<file path="config.mk">
export PLATFORM = sky130hd
export DESIGN_NAME = bitwise_register_file_alu_core
export DESIGN_NICKNAME = d
export VERILOG_FILES = /design/src/rtl/core/bwrf_alu_pkg.sv /design/src/rtl/core/bitwise_register_file_alu_core.sv
export SDC_FILE = /design/constraint.sdc
export NUM_CORES = 2
export LEC_CHECK = 0
export BUFFER_PORTS_ARGS = -buffer_cell sky130_fd_sc_hd__buf_2
export CORE_MARGIN = 1.5
export CORE_UTILIZATION = 27
export CTS_BUF_LIST = sky130_fd_sc_hd__clkbuf_4
export DETAILED_ROUTE_END_ITERATION = 10
export SLEW_MARGIN = 10
export SYNTH_ARGS = -nofsm -noshare
export SYNTH_HDL_FRONTEND = slang
export SYNTH_SLANG_ARGS = --single-unit
</file>
<file path="constraint.sdc">
create_clock -name clk -period 8.61 [get_ports clk]
set_clock_uncertainty 0.05 [all_clocks]
set_input_delay 0.4305 -clock clk [delete_from_list [all_inputs] [get_ports clk]]
set_output_delay 0.4305 -clock clk [all_outputs]
set_load 0.05 [all_outputs]
</file>
<file path="src/rtl/core/bwrf_alu_pkg.sv">
// Package with the command, function and status codes of the bitwise register file unit.
`timescale 1ns / 1ps

package bwrf_alu_pkg;

  localparam int NumVarsDefault   = 26;
  localparam int DataWidthDefault = 32;

  localparam int CmdW    = 2;
  localparam int IdxW    = 5;
  localparam int FuncW   = 4;
  localparam int WordW   = 32;
  localparam int StatusW = 2;

  typedef enum logic [CmdW-1:0] {
    CMD_LOAD   = 2'd0,
    CMD_READ   = 2'd1,
    CMD_NOT    = 2'd2,
    CMD_BINARY = 2'd3
  } cmd_t;

  localparam logic [FuncW-1:0] FN_OR      = 4'd0;
  localparam logic [FuncW-1:0] FN_AND_NOT = 4'd1;
  localparam logic [FuncW-1:0] FN_AND     = 4'd2;
  localparam logic [FuncW-1:0] FN_IMPL    = 4'd3;
  localparam logic [FuncW-1:0] FN_CONV    = 4'd4;
  localparam logic [FuncW-1:0] FN_XOR     = 4'd5;
  localparam logic [FuncW-1:0] FN_XNOR    = 4'd6;
  localparam logic [FuncW-1:0] FN_NAND    = 4'd7;
  localparam logic [FuncW-1:0] FN_NOR     = 4'd8;

  localparam logic [StatusW-1:0] ST_OK      = 2'd0;
  localparam logic [StatusW-1:0] ST_UNINIT  = 2'd1;
  localparam logic [StatusW-1:0] ST_BADFUNC = 2'd2;

endpackage

</file>
<file path="src/rtl/core/bitwise_register_file_alu_core.sv">
// Top level: register file of signed variables with a bitwise logic unit.
// An accepted word goes through the input register, then the result register.
// One word is taken per cycle while no stall holds; the two registers set the pace.
// The input side stalls only while a result waits and the input register is full.
// Reset clears all valid bits and the pipeline; variable contents stay undefined.
`timescale 1ns / 1ps

module bitwise_register_file_alu_core
  import bwrf_alu_pkg::*;
#(
  parameter int NUM_VARS   = NumVarsDefault,
  parameter int DATA_WIDTH = DataWidthDefault
) (
  input  logic                      clk,
  input  logic                      rst,
  input  logic                      in_valid,
  output logic                      in_stall,
  input  logic [CmdW-1:0]           cmd,
  input  logic [IdxW-1:0]           dest,
  input  logic [IdxW-1:0]           src_a,
  input  logic [IdxW-1:0]           src_b,
  input  logic [FuncW-1:0]          func,
  input  logic signed [WordW-1:0]   load_value,
  output logic                      out_valid,
  input  logic                      out_stall,
  output logic [StatusW-1:0]        status,
  output logic signed [WordW-1:0]   read_value
);

  localparam int AddrW = (NUM_VARS > 1) ? $clog2(NUM_VARS) : 1;
  localparam int ExtW  = ((AddrW > IdxW) ? AddrW : IdxW) + 1;
  localparam int LdW   = (DATA_WIDTH > WordW) ? DATA_WIDTH : WordW;

  logic [DATA_WIDTH-1:0] mem [NUM_VARS];
  logic [NUM_VARS-1:0]   var_valid;

  logic                  s1_valid;
  cmd_t                  s1_cmd;
  logic [AddrW-1:0]      s1_dest;
  logic                  s1_dest_ok;
  logic [FuncW-1:0]      s1_func;
  logic [DATA_WIDTH-1:0] s1_load;
  logic [DATA_WIDTH-1:0] s1_rd_a;
  logic [DATA_WIDTH-1:0] s1_rd_b;
  logic                  s1_byp_a;
  logic                  s1_byp_b;
  logic [DATA_WIDTH-1:0] s1_byp_data;
  logic                  s1_ok_a;
  logic                  s1_ok_b;

  logic                  s1_adv;
  logic                  accept;
  logic [ExtW-1:0]       dest_ext;
  logic [ExtW-1:0]       a_ext;
  logic [ExtW-1:0]       b_ext;
  logic [AddrW-1:0]      addr_a;
  logic [AddrW-1:0]      addr_b;
  logic [AddrW-1:0]      addr_d;
  logic                  in_range_a;
  logic                  in_range_b;
  logic                  in_range_d;
  logic                  hit_a;
  logic                  hit_b;
  logic [LdW-1:0]        load_ext;

  logic [DATA_WIDTH-1:0] op_a;
  logic [DATA_WIDTH-1:0] op_b;
  logic [DATA_WIDTH-1:0] fn_result;
  logic                  fn_known;
  logic                  wr_en;
  logic [DATA_WIDTH-1:0] wr_data;
  logic [StatusW-1:0]    st_next;
  logic [WordW-1:0]      rv_next;
  logic [LdW-1:0]        rd_ext;

  assign s1_adv   = !out_valid || !out_stall;
  assign in_stall = s1_valid && !s1_adv;
  assign accept   = in_valid && !in_stall;

  // Port A serves the variable named by a read command and the first source otherwise.
  always_comb begin
    dest_ext   = ExtW'(dest);
    a_ext      = (cmd_t'(cmd) == CMD_READ) ? ExtW'(dest) : ExtW'(src_a);
    b_ext      = ExtW'(src_b);
    addr_d     = dest_ext[AddrW-1:0];
    addr_a     = a_ext[AddrW-1:0];
    addr_b     = b_ext[AddrW-1:0];
    in_range_d = dest_ext < ExtW'(NUM_VARS);
    in_range_a = a_ext < ExtW'(NUM_VARS);
    in_range_b = b_ext < ExtW'(NUM_VARS);
    hit_a      = wr_en && (s1_dest == addr_a);
    hit_b      = wr_en && (s1_dest == addr_b);
    load_ext   = LdW'(load_value);
  end

  always_ff @(posedge clk) begin
    if (wr_en) begin
      mem[s1_dest] <= wr_data;
    end
    if (accept) begin
      s1_rd_a <= mem[addr_a];
      s1_rd_b <= mem[addr_b];
    end
  end

  always_ff @(posedge clk) begin
    if (rst) begin
      var_valid <= '0;
    end else if (wr_en) begin
      var_valid[s1_dest] <= 1'b1;
    end
  end

  always_ff @(posedge clk) begin
    if (rst) begin
      s1_valid <= 1'b0;
    end else if (s1_adv || !s1_valid) begin
      s1_valid <= accept;
    end
  end

  always_ff @(posedge clk) begin
    if (accept) begin
      s1_cmd      <= cmd_t'(cmd);
      s1_dest     <= addr_d;
      s1_dest_ok  <= in_range_d;
      s1_func     <= func;
      s1_load     <= load_ext[DATA_WIDTH-1:0];
      s1_byp_a    <= hit_a;
      s1_byp_b    <= hit_b;
      s1_byp_data <= wr_data;
      s1_ok_a     <= in_range_a && (var_valid[addr_a] || hit_a);
      s1_ok_b     <= in_range_b && (var_valid[addr_b] || hit_b);
    end
  end

  // Operands take the word written back in the cycle they were read.
  assign op_a = s1_byp_a ? s1_byp_data : s1_rd_a;
  assign op_b = s1_byp_b ? s1_byp_data : s1_rd_b;

  always_comb begin
    fn_known = 1'b1;
    unique case (s1_func)
      FN_OR:      fn_result = op_a | op_b;
      FN_AND_NOT: fn_result = op_a & ~op_b;
      FN_AND:     fn_result = op_a & op_b;
      FN_IMPL:    fn_result = ~op_a | op_b;
      FN_CONV:    fn_result = op_a | ~op_b;
      FN_XOR:     fn_result = op_a ^ op_b;
      FN_XNOR:    fn_result = ~(op_a ^ op_b);
      FN_NAND:    fn_result = ~(op_a & op_b);
      FN_NOR:     fn_result = ~(op_a | op_b);
      default: begin
        fn_result = '0;
        fn_known  = 1'b0;
      end
    endcase
  end

  always_comb begin
    logic do_write;
    do_write = 1'b0;
    wr_data  = s1_load;
    st_next  = ST_OK;
    rv_next  = '0;
    rd_ext   = LdW'(op_a);
    unique case (s1_cmd)
      CMD_LOAD: begin
        do_write = 1'b1;
      end
      CMD_READ: begin
        if (s1_ok_a) begin
          rv_next = rd_ext[WordW-1:0];
        end else begin
          st_next = ST_UNINIT;
        end
      end
      CMD_NOT: begin
        wr_data = ~op_a;
        if (s1_ok_a) begin
          do_write = 1'b1;
        end else begin
          st_next = ST_UNINIT;
        end
      end
      CMD_BINARY: begin
        wr_data = fn_result;
        if (!s1_ok_a || !s1_ok_b) begin
          st_next = ST_UNINIT;
        end else if (fn_known) begin
          do_write = 1'b1;
        end else begin
          st_next = ST_BADFUNC;
        end
      end
      default: begin
        st_next = ST_OK;
      end
    endcase
    wr_en = s1_valid && s1_adv && do_write && s1_dest_ok;
  end

  always_ff @(posedge clk) begin
    if (rst) begin
      out_valid <= 1'b0;
    end else if (s1_adv) begin
      out_valid <= s1_valid;
    end
  end

  always_ff @(posedge clk) begin
    if (s1_adv && s1_valid) begin
      status     <= st_next;
      read_value <= signed'(rv_next);
    end
  end

endmodule

</file>
==> qor.csv <==
stage;metric;value;unit
cts;clk_pin_slew;0.06;ns
sta;min_period;4.26;ns
cts;cts_sinks;1038;
sta;timing.fmax;235;MHz
detailed_routing;vias_per_cell;5.26;
yosys;synth_most_common_cell;edfxtp_1;
grt;first_global_vias;35600;
yosys;syn-cell-area;51200;sq um
power;power_density;197;nW/um^2
detailed_routing;drc_errors;0;
power;netSwitchingPower;3170;uW
yosys;synth_edf_count;1010;
power;intPower;8500;uW
cts;cts_tree;yes;
cells_and_area;fin_nets;4409;
sta;hold_violations;0;
detailed_routing;first_pass_iters;6;
setup_path;start_kind;flip-flop;
setup_path;path_class;reg2reg;
cells_and_area;drive_above_1_share;20.3;%
yosys;ys_warn_count;0;
sta;finalCritPeriodShare;49.5;%
yosys;yosys-top-cells-area;edfxtp_1 59%, mux4_2 7.3%, mux2i_1 6.2%;
power;p_seq_share;49.6;%
floorplan;die_x;439;um
grt;grt_max_degree;145;
floorplan;die_area;192000;sq um
sta;rsz0062_at_grt;false;
sta;slew_headroom;19.1;%
floorplan;ios;93;
yosys;synth_ff_type;edfxtp_1;
sta;tightest_slew;1.21;ns
setup_path;arrival;4.99;ns
yosys;synthTopCellsByCount;1010 x edfxtp_1, 613 x nand2_1, 352 x a21oi_1, 316 x mux2i_1, 176 x clkbuf_1;
cells_and_area;layout.core_utilization;31.5;%
setup_path;critical_path.endpoint_type;flip-flop;
floorplan;rows;159;
worst_hold_path;min_path_cells;2;
floorplan;die_h;439;um
cts;cts_buffers;293;
sta;timing.hold.ws;0.135;ns
power;power_frac_clock;37.2;%
detailed_routing;num_vias;36400;
placement;gp_routability_congestion;0.880;
yosys;netlist_instances;3920;
sta;setup_violations;0;
sta;slew_violations;0;
cts;clk_path_buf_depth;4;
cells_and_area;fin_area;59400;sq um
job;max-cap-violations;0;
yosys;syn-num-nets;4109;
floorplan;core;188000;sq um
power;power.leakage;0.0207;uW
grt;track_usage;16.5;%
cts;insertion_delay;1.23;ns
placement;post_dp_cell_area;54800;sq um
yosys;ys_seq_elements;1038;
setup_path;rr_worst_depth;11;
cts;root_buffer;clkbuf_4;
outcome;status;completed;
placement;portBuffers;92;
power;ir_drop;0.106;mV
yosys;synth.avg_cell_area;13.1;sq um
cts;cts_resized;0;
sta;setup-tns-final;0;ns
power;swShare;27.2;%
detailed_routing;wirelength;163000;um
worst_hold_path;min_path_type;in2reg;
yosys;synthArstFlopShare;0;%
placement;dpl.hpwl;99200;um
grt;antenna_found_initial;19;
yosys;synth.largest_area_cell;edfxtp_1;
setup_path;critical_path.max_fanout;32;
yosys;yosysTopAreaCellShare;59.2;%
power;p_comb_share;13.2;%
yosys;seq_area_frac_synth;60.3;%
cells_and_area;areaGrowthSynthToFinish;15.9;%
detailed_routing;drt_iter0_markers;4461;
cts;cts_max_level;5;
floorplan;initial_core_util;27.2;%
detailed_routing;drtAntennaViolNets;0;
grt;grt-ovfl-total;0;
detailed_routing;routedWlPerCell;23.5;um
yosys;ys_types;58;
setup_path;cp.required;9.34;ns
grt;grt_pass1_wl;238000;um
worst max-delay path, stage by stage, from the launching register on:
cell and delay (ns):
edfxtp_1 0.41, buf_4 0.56, mux2i_1 0.70, inv_1 0.16, ha_1 0.26, nand2_1 0.06
o21ai_0 0.10, a21oi_1 0.15, a22oi_1 0.08, o221ai_1 0.21, nand2_1 0.15, nand2_1 0.89
placed cells by master (no fill, tap or decap), types with 106 or more instances in the layout:
cell,netlist,layout
a21oi_1,352,352
clkbuf_4,0,417
edfxtp_1,1010,1010
ha_1,132,132
mux2i_1,316,316
mux4_2,167,167
nand2_1,613,609
nor2_1,155,131
o21ai_0,134,106
o22ai_1,106,106
per-layer routing:
layer,global-route usage [%],routed length [um]
met1,22.9,68700
met2,25.0,72200
met3,4.44,18000
met4,5.06,3600
met5,0,80
area by class of cell:
cell class | count | area (sq um)
clock inverter | 73 | 342
timing repair buffer | 296 | 2430
sequential | 1038 | 30900
multi-input combinational | 2513 | 19200
clock buffer | 417 | 3130
tap | 2495 | 3120
fill | 18700 | 129000
antenna | 5 | 12.5
inverter | 78 | 293
kinds of logic after synthesis:
logic type / synth area share, %
adder cells (fa/ha/maj): 3.22
AND/OR/NAND/NOR: 7.68
XOR/XNOR: 0.393
multiplexers: 14.4
flip-flops: 60.3
AO/OA/AOI/OAI: 11.1
buffers and inverters: 2.93
power by group through the flow:
stage	clock network, uW	registers [uW]	logic (uW)
final	4340	5790	1550
after global routing	4700	5790	1650
after CTS	4440	5790	1510
after detailed placement	0	5900	1470
after global placement	0	5900	1450
after floorplan	0	5900	924
flip-flops by register name (all words and copies together) (netlist names):
signal / count
mem: 832
var_valid: 26
s1_func: 4
s1_ok_a: 1
s1_ok_b: 1
s1_rd_a: 32
s1_byp_a: 1
s1_byp_b: 1
s1_byp_data: 32
s1_rd_b: 32
s1_load: 32
s1_dest: 5
read_value: 32
status: 2
s1_dest_ok: 1
s1_cmd: 2
s1_valid: 1
out_valid: 1
final timing paths:
kind / from / endpoint / slack, ns
min reg2reg: var_valid[21]$_SDFFE_PP0N_ / var_valid[21]$_SDFFE_PP0N_ / 0.45
max reg2reg: s1_byp_a$_DFFE_PP_ / mem[20][7]$_DFFE_PP_ / 4.35
min: dest[4] / s1_dest[4]$_DFFE_PP_ / 0.14
max: s1_byp_a$_DFFE_PP_ / mem[20][7]$_DFFE_PP_ / 4.35
repair_timing:
item | 4_1_cts | 5_1_grt
hold buffers | 97 | 0
setup buffers | 0 | 0
endpoints found under the hold margin | 206 | 0
per-stage QoR:
| stage | setup slack [ns] | std cells | total power, uW |
|---|---|---|---|
| after CTS | 4.34 | 6907 | 11700 |
| after floorplan | 0.630 | 3920 | 6830 |
| final | 4.35 | 6915 | 11700 |
| after detailed placement | 4.28 | 6320 | 7370 |
| after global placement | 4.28 | 6314 | 7340 |
| after global routing | 4.20 | 6912 | 12100 |
No activity file was read; power rests on OpenSTA's default activity.
